File: src/cfr_pkg.sv
// Shared constants, types and the CRC-8 byte function of the frame receiver.
package cfr_pkg;

    localparam int FRAME_BYTES_DEF = 32;
    localparam int QUEUE_DEPTH     = 2;
    localparam int REG_CRC_POLY    = 0;

    localparam logic [7:0] START_MARK = 8'hEE;
    localparam logic [7:0] POLY_RESET = 8'h8C;

    typedef struct packed {
        logic crc_ok;
    } t_frame_desc;

    function automatic logic [7:0] crc8_byte(input logic [7:0] crc, input logic [7:0] data,
                                             input logic [7:0] poly);
        logic [7:0] c;
        logic [7:0] d;
        logic       out_bit;
        c = crc;
        d = data;
        for (int i = 0; i < 8; i++) begin
            out_bit = c[0] ^ d[0];
            c = {1'b0, c[7:1]};
            if (out_bit) begin
                c = c ^ poly;
            end
            d = {1'b0, d[7:1]};
        end
        return c;
    endfunction

endpackage

File: src/cfr_if.sv
// Valid/ready channel interfaces for received bytes and payload words.
interface cfr_rx_if;
    logic       valid;
    logic       ready;
    logic [7:0] rx_byte;

    modport source (output valid, output rx_byte, input ready);
    modport sink (input valid, input rx_byte, output ready);
endinterface

interface cfr_out_if;
    logic       valid;
    logic       ready;
    logic [7:0] payload_byte;
    logic       crc_ok;
    logic       last;

    modport source (output valid, output payload_byte, output crc_ok, output last, input ready);
    modport sink (input valid, input payload_byte, input crc_ok, input last, output ready);
endinterface

File: src/cfr_ram.sv
// Generic single-write, single-read RAM with registered read data.
module cfr_ram #(
    parameter int WIDTH = 8,
    parameter int DEPTH = 64,
    localparam int AW   = (DEPTH > 1) ? $clog2(DEPTH) : 1
) (
    input  logic             i_clk,
    input  logic             i_wr_en,
    input  logic [AW-1:0]    i_wr_addr,
    input  logic [WIDTH-1:0] i_wr_data,
    input  logic             i_rd_en,
    input  logic [AW-1:0]    i_rd_addr,
    output logic [WIDTH-1:0] o_rd_data
);

    logic [WIDTH-1:0] r_mem [DEPTH];
    logic [WIDTH-1:0] r_rd_data;

    always_ff @(posedge i_clk) begin
        if (i_wr_en) begin
            r_mem[i_wr_addr] <= i_wr_data;
        end
        if (i_rd_en) begin
            r_rd_data <= r_mem[i_rd_addr];
        end
    end

    assign o_rd_data = r_rd_data;

endmodule

File: src/cfr_front.sv
// Front end: frames received bytes, stores the payload and runs the CRC.
module cfr_front #(
    parameter int FRAME_BYTES = cfr_pkg::FRAME_BYTES_DEF,
    localparam int AW         = $clog2(2 * FRAME_BYTES)
) (
    input  logic                 i_clk,
    input  logic                 i_rst_n,
    cfr_rx_if.sink               i_rx,
    input  logic [7:0]           i_poly,
    input  logic                 i_queue_full,
    output logic                 o_push,
    output cfr_pkg::t_frame_desc o_push_desc,
    output logic                 o_wr_en,
    output logic [AW-1:0]        o_wr_addr,
    output logic [7:0]           o_wr_data
);
    import cfr_pkg::*;

    localparam int FRAME_TOTAL = FRAME_BYTES + 3;
    localparam int PW          = $clog2(FRAME_TOTAL);

    localparam logic [PW-1:0] POS_START = PW'(0);
    localparam logic [PW-1:0] POS_CRC   = PW'(1);
    localparam logic [PW-1:0] POS_LAST  = PW'(FRAME_BYTES + 2);

    logic [PW-1:0] r_pos, n_pos;
    logic          r_start_valid, n_start_valid;
    logic [7:0]    r_rx_crc, n_rx_crc;
    logic [7:0]    r_crc, n_crc;
    logic          r_bank, n_bank;
    logic          accept;
    logic [PW-1:0] pay_idx;

    assign i_rx.ready = !i_queue_full;
    assign accept     = i_rx.valid && i_rx.ready;
    assign pay_idx    = r_pos - PW'(2);

    always_comb begin
        n_pos         = r_pos;
        n_start_valid = r_start_valid;
        n_rx_crc      = r_rx_crc;
        n_crc         = r_crc;
        n_bank        = r_bank;
        o_wr_en       = 1'b0;
        o_push        = 1'b0;
        if (accept) begin
            if (r_pos == POS_START) begin
                n_start_valid = (i_rx.rx_byte == START_MARK);
                n_crc         = 8'h00;
                n_pos         = r_pos + PW'(1);
            end else if (r_pos == POS_CRC) begin
                n_rx_crc = i_rx.rx_byte;
                n_pos    = r_pos + PW'(1);
            end else if (r_pos != POS_LAST) begin
                o_wr_en = 1'b1;
                n_crc   = crc8_byte(r_crc, i_rx.rx_byte, i_poly);
                n_pos   = r_pos + PW'(1);
            end else begin
                o_push = r_start_valid;
                if (r_start_valid) begin
                    n_bank = !r_bank;
                end
                n_pos = POS_START;
            end
        end
    end

    assign o_push_desc.crc_ok = (r_rx_crc == r_crc);
    assign o_wr_data          = i_rx.rx_byte;
    assign o_wr_addr          = r_bank ? (AW'(FRAME_BYTES) + AW'(pay_idx)) : AW'(pay_idx);

    always_ff @(posedge i_clk) begin
        if (!i_rst_n) begin
            r_pos         <= POS_START;
            r_start_valid <= 1'b0;
            r_rx_crc      <= 8'h00;
            r_crc         <= 8'h00;
            r_bank        <= 1'b0;
        end else begin
            r_pos         <= n_pos;
            r_start_valid <= n_start_valid;
            r_rx_crc      <= n_rx_crc;
            r_crc         <= n_crc;
            r_bank        <= n_bank;
        end
    end

endmodule

File: src/cfr_queue.sv
// Short queue of completed frame descriptors between front and back end.
module cfr_queue (
    input  logic                 i_clk,
    input  logic                 i_rst_n,
    input  logic                 i_push,
    input  cfr_pkg::t_frame_desc i_push_desc,
    input  logic                 i_pop,
    output logic                 o_full,
    output logic                 o_nonempty,
    output cfr_pkg::t_frame_desc o_head
);
    import cfr_pkg::*;

    localparam int PTRW = $clog2(QUEUE_DEPTH);
    localparam int CW   = $clog2(QUEUE_DEPTH + 1);

    t_frame_desc     r_entry [QUEUE_DEPTH];
    logic [PTRW-1:0] r_wr_ptr;
    logic [PTRW-1:0] r_rd_ptr;
    logic [CW-1:0]   r_count;

    assign o_full     = (r_count == CW'(QUEUE_DEPTH));
    assign o_nonempty = (r_count != CW'(0));
    assign o_head     = r_entry[r_rd_ptr];

    always_ff @(posedge i_clk) begin
        if (i_push) begin
            r_entry[r_wr_ptr] <= i_push_desc;
        end
    end

    always_ff @(posedge i_clk) begin
        if (!i_rst_n) begin
            r_wr_ptr <= '0;
            r_rd_ptr <= '0;
            r_count  <= '0;
        end else begin
            if (i_push) begin
                r_wr_ptr <= (r_wr_ptr == PTRW'(QUEUE_DEPTH - 1)) ? '0 : r_wr_ptr + PTRW'(1);
            end
            if (i_pop) begin
                r_rd_ptr <= (r_rd_ptr == PTRW'(QUEUE_DEPTH - 1)) ? '0 : r_rd_ptr + PTRW'(1);
            end
            if (i_push && !i_pop) begin
                r_count <= r_count + CW'(1);
            end else if (i_pop && !i_push) begin
                r_count <= r_count - CW'(1);
            end
        end
    end

endmodule

File: src/cfr_back.sv
// Back end: reads a stored frame from RAM and sends its payload words.
module cfr_back #(
    parameter int FRAME_BYTES = cfr_pkg::FRAME_BYTES_DEF,
    localparam int AW         = $clog2(2 * FRAME_BYTES)
) (
    input  logic                 i_clk,
    input  logic                 i_rst_n,
    input  logic                 i_desc_valid,
    input  cfr_pkg::t_frame_desc i_desc,
    output logic                 o_pop,
    output logic                 o_rd_en,
    output logic [AW-1:0]        o_rd_addr,
    input  logic [7:0]           i_rd_data,
    cfr_out_if.source            o_out
);
    import cfr_pkg::*;

    localparam int IW = (FRAME_BYTES > 1) ? $clog2(FRAME_BYTES) : 1;

    typedef enum logic [2:0] {
        S_IDLE = 3'b001,
        S_READ = 3'b010,
        S_SHOW = 3'b100
    } t_state;

    t_state        r_state, n_state;
    logic [IW-1:0] r_idx, n_idx;
    logic          r_bank, n_bank;
    logic [7:0]    r_byte, n_byte;
    logic          r_ok, n_ok;
    logic          r_last, n_last;
    logic [IW-1:0] rd_idx;

    always_comb begin
        n_state = r_state;
        n_idx   = r_idx;
        n_bank  = r_bank;
        n_byte  = r_byte;
        n_ok    = r_ok;
        n_last  = r_last;
        rd_idx  = r_idx;
        o_rd_en = 1'b0;
        o_pop   = 1'b0;
        case (r_state)
            S_IDLE: begin
                if (i_desc_valid) begin
                    o_rd_en = 1'b1;
                    n_state = S_READ;
                end
            end
            S_READ: begin
                n_byte  = i_rd_data;
                n_ok    = i_desc.crc_ok;
                n_last  = (r_idx == IW'(FRAME_BYTES - 1));
                n_state = S_SHOW;
            end
            S_SHOW: begin
                if (o_out.ready) begin
                    if (r_last) begin
                        o_pop   = 1'b1;
                        n_idx   = '0;
                        n_bank  = !r_bank;
                        n_state = S_IDLE;
                    end else begin
                        rd_idx  = r_idx + IW'(1);
                        n_idx   = rd_idx;
                        o_rd_en = 1'b1;
                        n_state = S_READ;
                    end
                end
            end
            default: begin
                n_state = S_IDLE;
            end
        endcase
    end

    assign o_rd_addr          = r_bank ? (AW'(FRAME_BYTES) + AW'(rd_idx)) : AW'(rd_idx);
    assign o_out.valid        = (r_state == S_SHOW);
    assign o_out.payload_byte = r_byte;
    assign o_out.crc_ok       = r_ok;
    assign o_out.last         = r_last;

    always_ff @(posedge i_clk) begin
        r_byte <= n_byte;
        r_ok   <= n_ok;
        r_last <= n_last;
    end

    always_ff @(posedge i_clk) begin
        if (!i_rst_n) begin
            r_state <= S_IDLE;
            r_idx   <= '0;
            r_bank  <= 1'b0;
        end else begin
            r_state <= n_state;
            r_idx   <= n_idx;
            r_bank  <= n_bank;
        end
    end

endmodule

File: src/crc8_checked_frame_receiver_top.sv
// Top level of the CRC-8 checked frame receiver with its register port.
//
//   Channel   Dir   Word                              Handshake
//   i_rx      in    rx_byte                           valid/ready
//   o_out     out   payload_byte, crc_ok, last        valid/ready
//   APB       in    crc_polynomial at byte address 0  psel/penable/pready
//
// The front end takes one byte per cycle; it stalls only while two completed
// frames wait in the queue, since the payload RAM holds two frame banks.
// In the back end each payload word passes a RAM read state, then an output
// register state; the next word is read only once the current one is taken,
// and each frame starts from the idle state.
// Reset is synchronous and needs no clearing pass; the RAM is never read
// before it is written. A stalled output holds its word.
module crc8_checked_frame_receiver_top #(
    parameter int FRAME_BYTES = cfr_pkg::FRAME_BYTES_DEF
) (
    input  logic        i_clk,
    input  logic        i_rst_n,
    cfr_rx_if.sink      i_rx,
    cfr_out_if.source   o_out,
    input  logic        psel,
    input  logic        penable,
    input  logic        pwrite,
    input  logic [2:0]  paddr,
    input  logic [31:0] pwdata,
    output logic [31:0] prdata,
    output logic        pready
);
    import cfr_pkg::*;

    localparam int AW = $clog2(2 * FRAME_BYTES);

    logic          poly_wr_en;
    logic [7:0]    r_crc_poly;
    logic          reg_hit;
    logic          push;
    t_frame_desc   push_desc;
    logic          pop;
    logic          queue_full;
    logic          desc_valid;
    t_frame_desc   head_desc;
    logic          wr_en;
    logic [AW-1:0] wr_addr;
    logic [7:0]    wr_data;
    logic          rd_en;
    logic [AW-1:0] rd_addr;
    logic [7:0]    rd_data;

    assign pready     = 1'b1;
    assign reg_hit    = (paddr[2] == 1'(REG_CRC_POLY));
    assign poly_wr_en = psel && penable && pwrite && pready && reg_hit;
    assign prdata     = reg_hit ? {24'h000000, r_crc_poly} : 32'h00000000;

    always_ff @(posedge i_clk) begin
        if (!i_rst_n) begin
            r_crc_poly <= POLY_RESET;
        end else if (poly_wr_en) begin
            r_crc_poly <= pwdata[7:0];
        end
    end

    cfr_front #(
        .FRAME_BYTES(FRAME_BYTES)
    ) u_front (
        .i_clk       (i_clk),
        .i_rst_n     (i_rst_n),
        .i_rx        (i_rx),
        .i_poly      (r_crc_poly),
        .i_queue_full(queue_full),
        .o_push      (push),
        .o_push_desc (push_desc),
        .o_wr_en     (wr_en),
        .o_wr_addr   (wr_addr),
        .o_wr_data   (wr_data)
    );

    cfr_ram #(
        .WIDTH(8),
        .DEPTH(2 * FRAME_BYTES)
    ) u_ram (
        .i_clk    (i_clk),
        .i_wr_en  (wr_en),
        .i_wr_addr(wr_addr),
        .i_wr_data(wr_data),
        .i_rd_en  (rd_en),
        .i_rd_addr(rd_addr),
        .o_rd_data(rd_data)
    );

    cfr_queue u_queue (
        .i_clk      (i_clk),
        .i_rst_n    (i_rst_n),
        .i_push     (push),
        .i_push_desc(push_desc),
        .i_pop      (pop),
        .o_full     (queue_full),
        .o_nonempty (desc_valid),
        .o_head     (head_desc)
    );

    cfr_back #(
        .FRAME_BYTES(FRAME_BYTES)
    ) u_back (
        .i_clk       (i_clk),
        .i_rst_n     (i_rst_n),
        .i_desc_valid(desc_valid),
        .i_desc      (head_desc),
        .o_pop       (pop),
        .o_rd_en     (rd_en),
        .o_rd_addr   (rd_addr),
        .i_rd_data   (rd_data),
        .o_out       (o_out)
    );

endmodule
File: src/flat_wrapper.sv
// flat-port wrapper written by rule: the top's interface ports become plain ports
module crc8_checked_frame_receiver_top_flat import cfr_pkg::*;
#(
    parameter int FRAME_BYTES = cfr_pkg::FRAME_BYTES_DEF
)
  (i_clk, i_rst_n, psel, penable, pwrite, paddr, pwdata, prdata, pready, i_rx_valid, i_rx_rx_byte, i_rx_ready, o_out_valid, o_out_payload_byte, o_out_crc_ok, o_out_last, o_out_ready);
  cfr_rx_if i_rx_i ();
  cfr_out_if o_out_i ();
  input  logic i_clk;
  input  logic i_rst_n;
  input  logic psel;
  input  logic penable;
  input  logic pwrite;
  input  logic [2:0] paddr;
  input  logic [31:0] pwdata;
  output logic [31:0] prdata;
  output logic pready;
  input wire logic [$bits(i_rx_i.valid)-1:0] i_rx_valid;
  input wire logic [$bits(i_rx_i.rx_byte)-1:0] i_rx_rx_byte;
  output wire logic [$bits(i_rx_i.ready)-1:0] i_rx_ready;
  output wire logic [$bits(o_out_i.valid)-1:0] o_out_valid;
  output wire logic [$bits(o_out_i.payload_byte)-1:0] o_out_payload_byte;
  output wire logic [$bits(o_out_i.crc_ok)-1:0] o_out_crc_ok;
  output wire logic [$bits(o_out_i.last)-1:0] o_out_last;
  input wire logic [$bits(o_out_i.ready)-1:0] o_out_ready;
  assign i_rx_i.valid = i_rx_valid;
  assign i_rx_i.rx_byte = i_rx_rx_byte;
  assign i_rx_ready = i_rx_i.ready;
  assign o_out_valid = o_out_i.valid;
  assign o_out_payload_byte = o_out_i.payload_byte;
  assign o_out_crc_ok = o_out_i.crc_ok;
  assign o_out_last = o_out_i.last;
  assign o_out_i.ready = o_out_ready;
  crc8_checked_frame_receiver_top #(.FRAME_BYTES(FRAME_BYTES)) u_core (.i_clk(i_clk), .i_rst_n(i_rst_n), .i_rx(i_rx_i), .o_out(o_out_i), .psel(psel), .penable(penable), .pwrite(pwrite), .paddr(paddr), .pwdata(pwdata), .prdata(prdata), .pready(pready));
endmodule
File: config.mk
export PLATFORM = sky130hd
export DESIGN_NAME = crc8_checked_frame_receiver_top_flat
export DESIGN_NICKNAME = d
export VERILOG_FILES = /design/src/cfr_pkg.sv /design/src/cfr_if.sv /design/src/cfr_ram.sv /design/src/cfr_front.sv /design/src/cfr_queue.sv /design/src/cfr_back.sv /design/src/crc8_checked_frame_receiver_top.sv /design/src/flat_wrapper.sv
export SDC_FILE = /design/constraint.sdc
export NUM_CORES = 1
export LEC_CHECK = 0
export BUFFER_PORTS_ARGS = -buffer_cell sky130_fd_sc_hd__buf_2
export CAP_MARGIN = 25
export CORE_MARGIN = 2
export CORE_UTILIZATION = 66
export DETAILED_ROUTE_END_ITERATION = 16
export GPL_TIMING_DRIVEN = 1
export PLACE_DENSITY_LB_ADDON = 0.15
export SLEW_MARGIN = 40
export SYNTH_ARGS = -nofsm -noshare
export SYNTH_HDL_FRONTEND = slang
export SYNTH_HIERARCHICAL = 1
export SYNTH_SLANG_ARGS = --single-unit
File: constraint.sdc
create_clock -name i_clk -period 14.2 [get_ports i_clk]
set_input_delay 2.84 -clock i_clk [delete_from_list [all_inputs] [get_ports i_clk]]
set_output_delay 2.84 -clock i_clk [all_outputs]
set_load 0.01 [all_outputs]
==> impl_metrics.py, run 1 <==
metrics = {
    "run_status": {
        "outcome": "complete, no violations",
    },
    "timing": {
        "period_share": 0.516,
        "fmax_ghz": 0.137,
        "drv_slew": 0,
        "hold_viol_final": 0,
        "fin_ws_ps": 6870,
        "whs_ps": 419,
        "tns_ps": 0,
        "rsz0062_at_grt": "no",
        "slew_headroom": 0.374,
        "fin_crit_ps": 7330,
        "finalSetupViolCount": 0,
        "finClkSkew_ps": 20.4,
        "worstMarginPinSlew_ps": 936,
    },
    "setup_path": {
        "cp_data_arrival_time_ps": 7780,
        "crit_fanout": 67,
        "required_ps": 14650,
        "startpoint_type": "input pin",
        "crit_type": "in2reg",
        "timing.rr.start": "u_core/r_crc_poly[0]$_SDFFE_PN0P_",
        "crit_start": "i_rx_rx_byte[2]",
        "crit_path_end_kind": "register",
    },
    "logic_synthesis": {
        "synth_edf_count": 532,
        "yosysSeqAreaShare": 0.686,
        "synthTopCellsByArea": "edfxtp_1, mux4_2, dfxtp_1",
        "ys_seq_elements": 578,
        "async_reset_ff_frac": 0,
        "synth_top_area_cell": "edfxtp_1",
        "synth_cell_types": 83,
        "avgSynthCellArea_um2": 17.0,
        "syn_area_um2": 24600,
        "netlist_instances": 1445,
        "synth.top_cell.area_share": 0.649,
        "synthFlopType": "edfxtp_1",
        "ys_warn_count": 6,
    },
    "route": {
        "wirelength_met1_mm": 20.7,
        "routed-wl-met2_mm": 25.1,
        "wl_met3_mm": 4.44,
        "first_iter_violations": 1189,
        "via_per_inst": 6.52,
        "antenna_left": 0,
        "drt_first_pass_iters": 5,
        "dr.max_layer_used": "met4",
        "vias": 13017,
        "drc": 0,
        "wl_mm": 51.6,
        "routedWlPerCell_um": 25.9,
    },
    "cts": {
        "clk_latency_ps": 590,
        "postCtsHoldBufs": 0,
        "root_buffer": "clkbuf_16",
        "clk_pin_slew_worst_paths_ps": 60,
        "cts_max_level": 2,
        "cts_tree": "built",
        "cts_made_buffers": 55,
        "postCtsSetupBuffers": 0,
        "cts_resized": 0,
        "clk_path_buf_depth": 3,
        "cts_sinks": 578,
    },
    "place": {
        "numPortBuffers": 43,
        "pre_cts_ws_ps": 6140,
        "finalWeightedCongestion": 0.835,
        "dpl.hpwl_mm": 30.2,
    },
    "pwr": {
        "leakagePower_nw": 8.45,
        "ir_drop_v": 0.000133,
        "cellPowerDensity_nw_per_um2": 141,
    },
    "finish": {
        "final_common_cell": "edfxtp_1",
        "mostFrequentLayoutCells": "edfxtp_1, mux4_2, nor2_1",
        "num-fill-cells": 2216,
        "area_delta_synth_final_pct": 9.25,
        "final_util": 0.733,
        "drive_gt1_frac": 0.219,
        "diodes": 0,
        "layout.nets": 1544,
    },
    "global_routing": {
        "grt_max_degree": 104,
        "antenna_found_initial": 0,
        "grt_pass1_vias": 12677,
        "grt_pass1_wl_mm": 77.1,
        "overflow": 0,
        "grt_usage": 0.272,
    },
    "die": {
        "fp-row-count": 70,
        "start_util": 0.671,
        "die_h_um": 197,
        "die_area_um2": 38900,
        "pin_count": 95,
        "dieWidth_um": 197,
        "fp.coreArea_um2": 36700,
    },
    "min_path": {
        "hold_start": "u_core/u_ram/o_rd_data[6]$_DFFE_PP_",
        "hp-class": "reg2reg",
    },
    "job": {
        "timing.max_cap.violations": 0,
    },
}
[through the flow]
stage	total power, mW	cells	cell area [um^2]
after floorplan	2.32	1468	24700
after global placement	2.39	1893	25100
after detailed placement	2.41	1893	25100
after CTS	3.80	1993	26800
after global routing	3.91	1995	26900
final	3.79	1995	26900
[worst max-delay path: stages]
cell       delay (ps)
buf_2              70
buf_4             580
xnor2_1           370
xnor2_1           560
o21ai_0           140
and3_1            240
a211oi_2          420
a2111oi_0         250
or4_1             710
and3_1            250
nor4_2            460
xnor2_2           250
nor4b_1           210
or3b_1            390
[path summary, 6_finish.rpt]
path | end | slack (ps) | cells after the start
setup / recovery | u_core/u_front/r_crc[0]$_SDFFE_PN0P_ | 6870 | 14
hold / removal | u_core/u_back/o_out.payload_byte[6]$_DFFE_PN_ | 420 | 0
setup reg to reg | u_core/u_front/r_crc[0]$_SDFFE_PN0P_ | 9260 | 12
hold reg to reg | u_core/u_back/o_out.payload_byte[6]$_DFFE_PN_ | 420 | 0
[synthesized netlist by cell type, types with 6 or more instances]
| cell | n |
|---|---|
| buf_4 | 48 |
| buf_2 | 14 |
| o21ai_0 | 26 |
| xnor2_1 | 51 |
| nor3_1 | 15 |
| or3_1 | 6 |
| nand3_1 | 22 |
| xor2_1 | 13 |
| nand2_1 | 81 |
| a211oi_1 | 6 |
| mux4_2 | 126 |
| inv_1 | 14 |
| o221ai_1 | 8 |
| nand2b_1 | 9 |
| and2_1 | 8 |
| a221oi_1 | 6 |
| mux2i_1 | 42 |
| dfxtp_1 | 46 |
| edfxtp_1 | 532 |
| nand4_1 | 9 |
| ha_1 | 10 |
| mux2_2 | 14 |
| nor2_1 | 105 |
| nor2b_1 | 36 |
| a21boi_0 | 6 |
| buf_6 | 6 |
| a21oi_1 | 17 |
| xnor3_1 | 6 |
| and3_1 | 10 |
| clkbuf_1 | 32 |
| o22ai_1 | 9 |
| and2b_2 | 9 |
[state kept, by name, indices dropped and copies added, names as in the netlist, 2 cells and up, named ones only]
signal	count
u_core/u_ram/r_mem	512
u_core/r_crc_poly	8
u_core/u_back/o_out.payload_byte	8
u_core/u_front/r_crc	8
u_core/u_front/r_rx_crc	8
u_core/u_ram/o_rd_data	8
u_core/u_front/r_pos	6
u_core/u_back/r_idx	5
u_core/u_back/r_state	3
u_core/u_queue/r_count	2
u_core/u_queue/r_entry	2
[per-layer routing]
layer | vias up | global-route usage
li1 | 5703 | -
met4 | 0 | 0.0905
met2 | 541 | 0.429
met3 | 72 | 0.0551
met1 | 6701 | 0.389
met5 | - | 0
[area by class of cell]
cell class,instances,area (um^2),share of cell area
Sequential cell,578,16900,0.628
Timing Repair Buffer,67,440,0.0164
Clock buffer,69,1450,0.0538
Clock inverter,31,283,0.0105
Tap cell,468,586,0.0218
Multi-Input combinational cell,767,7200,0.267
Inverter,15,56.3,0.00209
[kinds of logic (layout without fill, tap and decap cells)]
group	Yosys count	after routing	synth area share
mux	182	182	0.139
compound gates	134	134	0.0395
flops	578	578	0.686
other cells	2	25	0.000305
fa+ha+maj	10	10	0.00508
xor+xnor	71	71	0.0289
buf+inv	123	182	0.0300
simple gates	345	345	0.0716
[power breakdown]
part / switching, mW / internal [mW] / total, mW
registers: 0.0152 / 1.87 / 1.89
clock network: 0.593 / 0.811 / 1.40
logic: 0.280 / 0.219 / 0.499
total: 0.888 / 2.90 / 3.79
No activity file was read; power rests on OpenSTA's default activity.
==> inputs of run 2 (changes only) <==
--- a/config.mk
+++ b/config.mk
@@ -8,7 +8,7 @@
 export BUFFER_PORTS_ARGS = -buffer_cell sky130_fd_sc_hd__buf_2
 export CAP_MARGIN = 25
 export CORE_MARGIN = 2
-export CORE_UTILIZATION = 66
+export CORE_UTILIZATION = 62
 export DETAILED_ROUTE_END_ITERATION = 16
 export GPL_TIMING_DRIVEN = 1
 export PLACE_DENSITY_LB_ADDON = 0.15
==> constraint.sdc (replaced) <==
create_clock -name i_clk -period 7.1 [get_ports i_clk]
set_input_delay 1.42 -clock i_clk [delete_from_list [all_inputs] [get_ports i_clk]]
set_output_delay 1.42 -clock i_clk [all_outputs]
set_load 0.01 [all_outputs]
==> impl_metrics.py, run 2 (synthesis gave the netlist of run 1 again) <==
metrics = {
    "finish": {
        "design_area_um2": 27200,
        "seqCellArea_um2": 16900,
        "drive_gt1_frac": 0.237,
        "diodes": 0,
        "num-fill-cells": 2583,
        "final_common_cell": "edfxtp_1",
        "largest_reg_flops": 512,
        "top_register": "u_core/u_ram/r_mem",
        "multiInputGateArea_um2": 7250,
        "mostFrequentLayoutCells": "edfxtp_1, mux4_2, nand2_1",
        "layout.nets": 1554,
        "area_delta_synth_final_pct": 10.6,
    },
    "pwr": {
        "leakagePower_nw": 8.56,
        "seqPwrFrac": 0.488,
        "intPower_mw": 5.94,
        "p_sw_frac": 0.232,
        "cellPowerDensity_nw_per_um2": 284,
        "p_clk_frac": 0.386,
        "p_sw_mw": 1.80,
        "combPwrFrac": 0.126,
        "ir_drop_v": 0.000229,
    },
    "setup_path": {
        "startpoint_type": "input pin",
        "slowest_stage": "or4_1",
        "crit_top_cell": "xnor2_1",
        "max_stage_delay_ps": 690,
        "crit_path_end_kind": "register",
        "cp_data_arrival_time_ps": 5880,
        "crit_type": "in2reg",
        "required_ps": 7580,
        "cp_cell_sequence": "buf_2 -> xnor2_1 -> nor3_2 -> nor2_1 -> and3_1 -> a2111o_1 -> a2111oi_0 -> or4_1 -> a2111oi_1 -> nor4_2 -> xnor2_1 -> nor3b_1 -> or3b_1",
        "crit_fanout": 11,
    },
    "timing": {
        "worstMarginPinSlew_ps": 919,
        "whs_ps": 420,
        "tns_ps": 0,
        "period_share": 0.761,
        "finClkSkew_ps": 15.0,
        "finalSetupViolCount": 0,
        "hold_viol_final": 0,
        "drv_slew": 0,
        "fmax_ghz": 0.185,
        "slew_headroom": 0.385,
        "rsz0062_at_grt": "no",
        "fin_crit_ps": 5400,
    },
    "die": {
        "die_h_um": 203,
        "fp.coreArea_um2": 39500,
        "die_area_um2": 41300,
        "start_util": 0.624,
        "pin_count": 95,
        "fp-row-count": 73,
        "dieWidth_um": 203,
    },
    "global_routing": {
        "grt_pass1_wl_mm": 79.1,
        "overflow": 0,
        "grt_usage": 0.262,
        "grt_max_degree": 68,
        "grt_pass1_vias": 12805,
        "antenna_found_initial": 0,
    },
    "cts": {
        "cts_tree": "built",
        "postCtsHoldBufs": 0,
        "cts_sinks": 578,
        "cts_made_buffers": 56,
        "clk_path_buf_depth": 3,
        "clk_latency_ps": 610,
        "postCtsSetupBuffers": 0,
        "cts_max_level": 2,
        "root_buffer": "clkbuf_16",
        "cts_resized": 0,
        "clk_pin_slew_worst_paths_ps": 60,
    },
    "route": {
        "drt_first_pass_iters": 7,
        "routedWlPerCell_um": 25.6,
        "vias": 13141,
        "via_per_inst": 6.36,
        "drc": 0,
        "wl_mm": 52.9,
        "first_iter_violations": 1352,
        "antenna_left": 0,
    },
    "run_status": {
        "outcome": "complete, no violations",
    },
    "job": {
        "timing.max_cap.violations": 0,
    },
    "place": {
        "dpl.hpwl_mm": 32.0,
        "place_area_um2": 25300,
        "finalWeightedCongestion": 0.860,
        "numPortBuffers": 43,
    },
    "min_path": {
        "hp-class": "reg2reg",
    },
}
[run 2: critical path: cells and delay by family]
kind            cells  cell delay [ps]
simple gates        7             2110
xor+xnor            2             1280
compound gates      3              870
buf+inv             1              190
[run 2: final timing paths]
| kind | startpoint | depth (start not counted) | slack, ps | to |
|---|---|---|---|---|
| worst max-delay path | i_rx_rx_byte[1] | 13 | 1700 | u_core/u_front/r_crc[0]$_SDFFE_PN0P_ |
| worst min-delay path | u_core/u_ram/o_rd_data[3]$_DFFE_PP_ | 0 | 420 | u_core/u_back/o_out.payload_byte[3]$_DFFE_PN_ |
| worst max register to register | u_core/r_crc_poly[0]$_SDFFE_PN0P_ | 12 | 1990 | u_core/u_front/r_crc[0]$_SDFFE_PN0P_ |
| worst min register to register | u_core/u_ram/o_rd_data[3]$_DFFE_PP_ | 0 | 420 | u_core/u_back/o_out.payload_byte[3]$_DFFE_PN_ |
[run 2: area by class of cell]
cell class,instances,share of cell area
tap,525,0.0241
clock buffer,70,0.0545
timing repair buffer,76,0.0190
multi-input combinational,767,0.266
inverter,15,0.00207
sequential,578,0.620
clock inverter,34,0.0138
[run 2: stage by stage]
step           cells  worst slack [ps]  utilization  power [mW]
5_1_grt         2065              1310        0.690        8.01
6_report        2065              1700        0.690        7.74
2_1_floorplan   1468              2120            -        4.64
4_1_cts         2065              1760        0.688        7.77
3_3_place_gp    1956              1350        0.639        4.77
3_5_place_dp    1961              1210        0.641        4.80
[run 2: power groups by stage]
stage	Clock, mW	Sequential [mW]	Combinational (mW)
2_1_floorplan	0	3.83	0.812
3_3_place_gp	0	3.84	0.927
3_5_place_dp	0	3.85	0.957
4_1_cts	3.03	3.77	0.959
5_1_grt	3.17	3.78	1.07
6_report	2.99	3.77	0.976
[run 2: routing by layer]
| layer | part of all wire | track usage | vias to the layer above |
|---|---|---|---|
| met2 | 0.48 | 0.407 | 562 |
| met1 | 0.41 | 0.382 | 6762 |
| met5 | 0 | 0 | - |
| li1 | - | - | 5723 |
| met3 | 0.083 | 0.0526 | 94 |
| met4 | 0.028 | 0.0834 | 0 |
==> inputs of run 3 (changes only) <==
==> constraint.sdc (replaced) <==
create_clock -name i_clk -period 5 [get_ports i_clk]
set_input_delay 1 -clock i_clk [delete_from_list [all_inputs] [get_ports i_clk]]
set_output_delay 1 -clock i_clk [all_outputs]
set_load 0.01 [all_outputs]
==> impl_metrics.py, run 3 (synthesis gave the netlist of run 1 again) <==
metrics = {
    "route": {
        "wl_met3_mm": 3.78,
        "routedWlPerCell_um": 25.2,
        "first_iter_violations": 1321,
        "antenna_left": 0,
        "wl_mm": 53.1,
        "drt_first_pass_iters": 8,
        "routed-wl-met2_mm": 25.7,
        "wirelength_met1_mm": 22.3,
        "vias": 13337,
        "via_per_inst": 6.34,
        "dr.max_layer_used": "met4",
        "drc": 0,
    },
    "timing": {
        "slew_headroom": 0.336,
        "period_share": 0.889,
        "tns_ps": 0,
        "drv_slew": 0,
        "fin_ws_ps": 555,
        "finClkSkew_ps": 28.4,
        "fmax_ghz": 0.225,
        "fin_crit_ps": 4440,
        "hold_viol_final": 0,
        "finalSetupViolCount": 0,
        "rsz0062_at_grt": "no",
        "worstMarginPinSlew_ps": 992,
    },
    "finish": {
        "area_delta_synth_final_pct": 11.0,
        "num-fill-cells": 2578,
        "design_area_um2": 27300,
        "drive_gt1_frac": 0.240,
        "final_common_cell": "edfxtp_1",
        "diodes": 0,
        "top_register": "u_core/u_ram/r_mem",
        "largest_reg_flops": 512,
        "layout.nets": 1592,
        "mostFrequentLayoutCells": "edfxtp_1, mux4_2, nor2_1",
        "layout.cells.non_filler": 2102,
        "seqCellArea_um2": 16900,
        "final_util": 0.693,
        "multiInputGateArea_um2": 7180,
    },
    "place": {
        "numPortBuffers": 43,
        "dpl.hpwl_mm": 32.3,
        "place_area_um2": 25600,
        "finalWeightedCongestion": 0.831,
        "dp_cells": 2001,
        "pre_cts_ws_ps": 7.78,
    },
    "global_routing": {
        "grt_max_degree": 67,
        "grt_usage": 0.263,
        "overflow": 0,
        "grt_pass1_wl_mm": 79.9,
        "antenna_found_initial": 0,
        "grt_pass1_vias": 13078,
    },
    "min_path": {
        "hp-class": "reg2reg",
        "holdPathEnd": "u_core/u_back/o_out.payload_byte[2]$_DFFE_PN_",
        "holdPathStages": 0,
        "hold_start": "u_core/u_ram/o_rd_data[2]$_DFFE_PP_",
    },
    "die": {
        "dieWidth_um": 203,
        "die_h_um": 203,
        "start_util": 0.624,
        "die_area_um2": 41300,
        "fp.coreArea_um2": 39500,
        "pin_count": 95,
        "fp-row-count": 73,
    },
    "cts": {
        "clk_path_buf_depth": 3,
        "cts_resized": 0,
        "clk_pin_slew_worst_paths_ps": 60,
        "clk_latency_ps": 610,
        "postCtsHoldBufs": 0,
        "cts_made_buffers": 54,
        "cts_sinks": 578,
        "cts_tree": "built",
        "root_buffer": "clkbuf_16",
        "postCtsSetupBuffers": 0,
        "cts_max_level": 2,
    },
    "setup_path": {
        "required_ps": 5470,
        "max_stage_delay_ps": 540,
        "crit_fanout": 8,
        "startpoint_type": "input pin",
        "rr_worst_depth": 12,
        "cp_data_arrival_time_ps": 4920,
        "crit_type": "in2reg",
        "crit_path_end_kind": "register",
        "cp_cell_sequence": "buf_2 -> xor2_2 -> a21oi_1 -> nor2_1 -> and3_1 -> a2111o_1 -> a2111oi_0 -> o31ai_1 -> a2111oi_1 -> nor4_2 -> xnor2_1 -> nor3b_1 -> or3b_1",
        "timing.rr.start": "u_core/u_front/r_crc[0]$_SDFFE_PN0P_",
        "rr_endpoint": "u_core/u_front/r_crc[0]$_SDFFE_PN0P_",
        "slowest_stage": "a2111oi_0",
        "r2r_setup_slack_ps": 580,
    },
    "pwr": {
        "leakagePower_nw": 8.67,
        "cellPowerDensity_nw_per_um2": 399,
        "ir_drop_v": 0.000336,
    },
    "job": {
        "timing.max_cap.violations": 0,
    },
    "run_status": {
        "outcome": "complete, no violations",
    },
}
-- run 3: cell count changes in the layout (fill, tap and decap cells not counted), moves of 2 or more --
cell,previous run,this run
clkinv_1,11,8
nor2_2,30,14
buf_4,25,69
clkbuf_1,12,19
nor2_1,75,91
clkbuf_16,57,54
buf_2,45,43
clkinv_2,13,6
clkinvlp_4,1,5
buf_8,3,0
bufinv_16,8,5
-- run 3: metal layers --
layer	vias up	track usage
met5	-	0
met4	0	0.0790
met3	78	0.0446
met2	548	0.417
met1	6908	0.382
li1	5803	-
-- run 3: report_power, final --
group / total (mW) / leakage [nW] / switching [mW] / internal, mW
logic: 1.52 / 2.69 / 0.811 / 0.707
clock network: 4.03 / 0.824 / 1.74 / 2.29
registers: 5.36 / 5.15 / 0.0446 / 5.31
-- run 3: worst max path at each step --
stage	cells after the start	slack [ps]	startpoint	end
2_1_floorplan	14	440	i_rx_rx_byte[2]	u_core/u_front/r_crc[0]$_SDFFE_PN0P_
6_report	13	560	i_rx_rx_byte[0]	u_core/u_front/r_crc[0]$_SDFFE_PN0P_
3_5_place_dp	13	8	i_rx_rx_byte[0]	u_core/u_front/r_crc[0]$_SDFFE_PN0P_
3_3_place_gp	13	140	i_rx_rx_byte[0]	u_core/u_front/r_crc[0]$_SDFFE_PN0P_
5_1_grt	13	250	u_core/u_front/r_crc[0]$_SDFFE_PN0P_	u_core/u_front/r_crc[0]$_SDFFE_PN0P_
4_1_cts	13	640	i_rx_rx_byte[0]	u_core/u_front/r_crc[0]$_SDFFE_PN0P_
-- run 3: through the flow --
| stage | hold slack [ps] | power (mW) |
|---|---|---|
| after global placement | 405 | 6.90 |
| after CTS | 433 | 10.9 |
| after global routing | 452 | 11.3 |
| after floorplan | 400 | 6.59 |
| after detailed placement | 405 | 6.94 |
| final | 429 | 10.9 |
-- run 3: final cells by class --
class	count	share of cell area
clock buffer	75	0.0531
clock inverter	26	0.0102
inverter	15	0.00206
multi-input combinational	767	0.263
sequential	578	0.618
tap	525	0.0240
timing repair buffer	116	0.0298
-- run 3: critical path: cells and delay by family --
| kind | cells | cell delay [ps] |
|---|---|---|
| AOI/OAI and AO/OA | 5 | 2240 |
| and+or+nand+nor | 5 | 930 |
| xor gates and xnor gates | 2 | 610 |
| buffers and inverters | 1 | 130 |
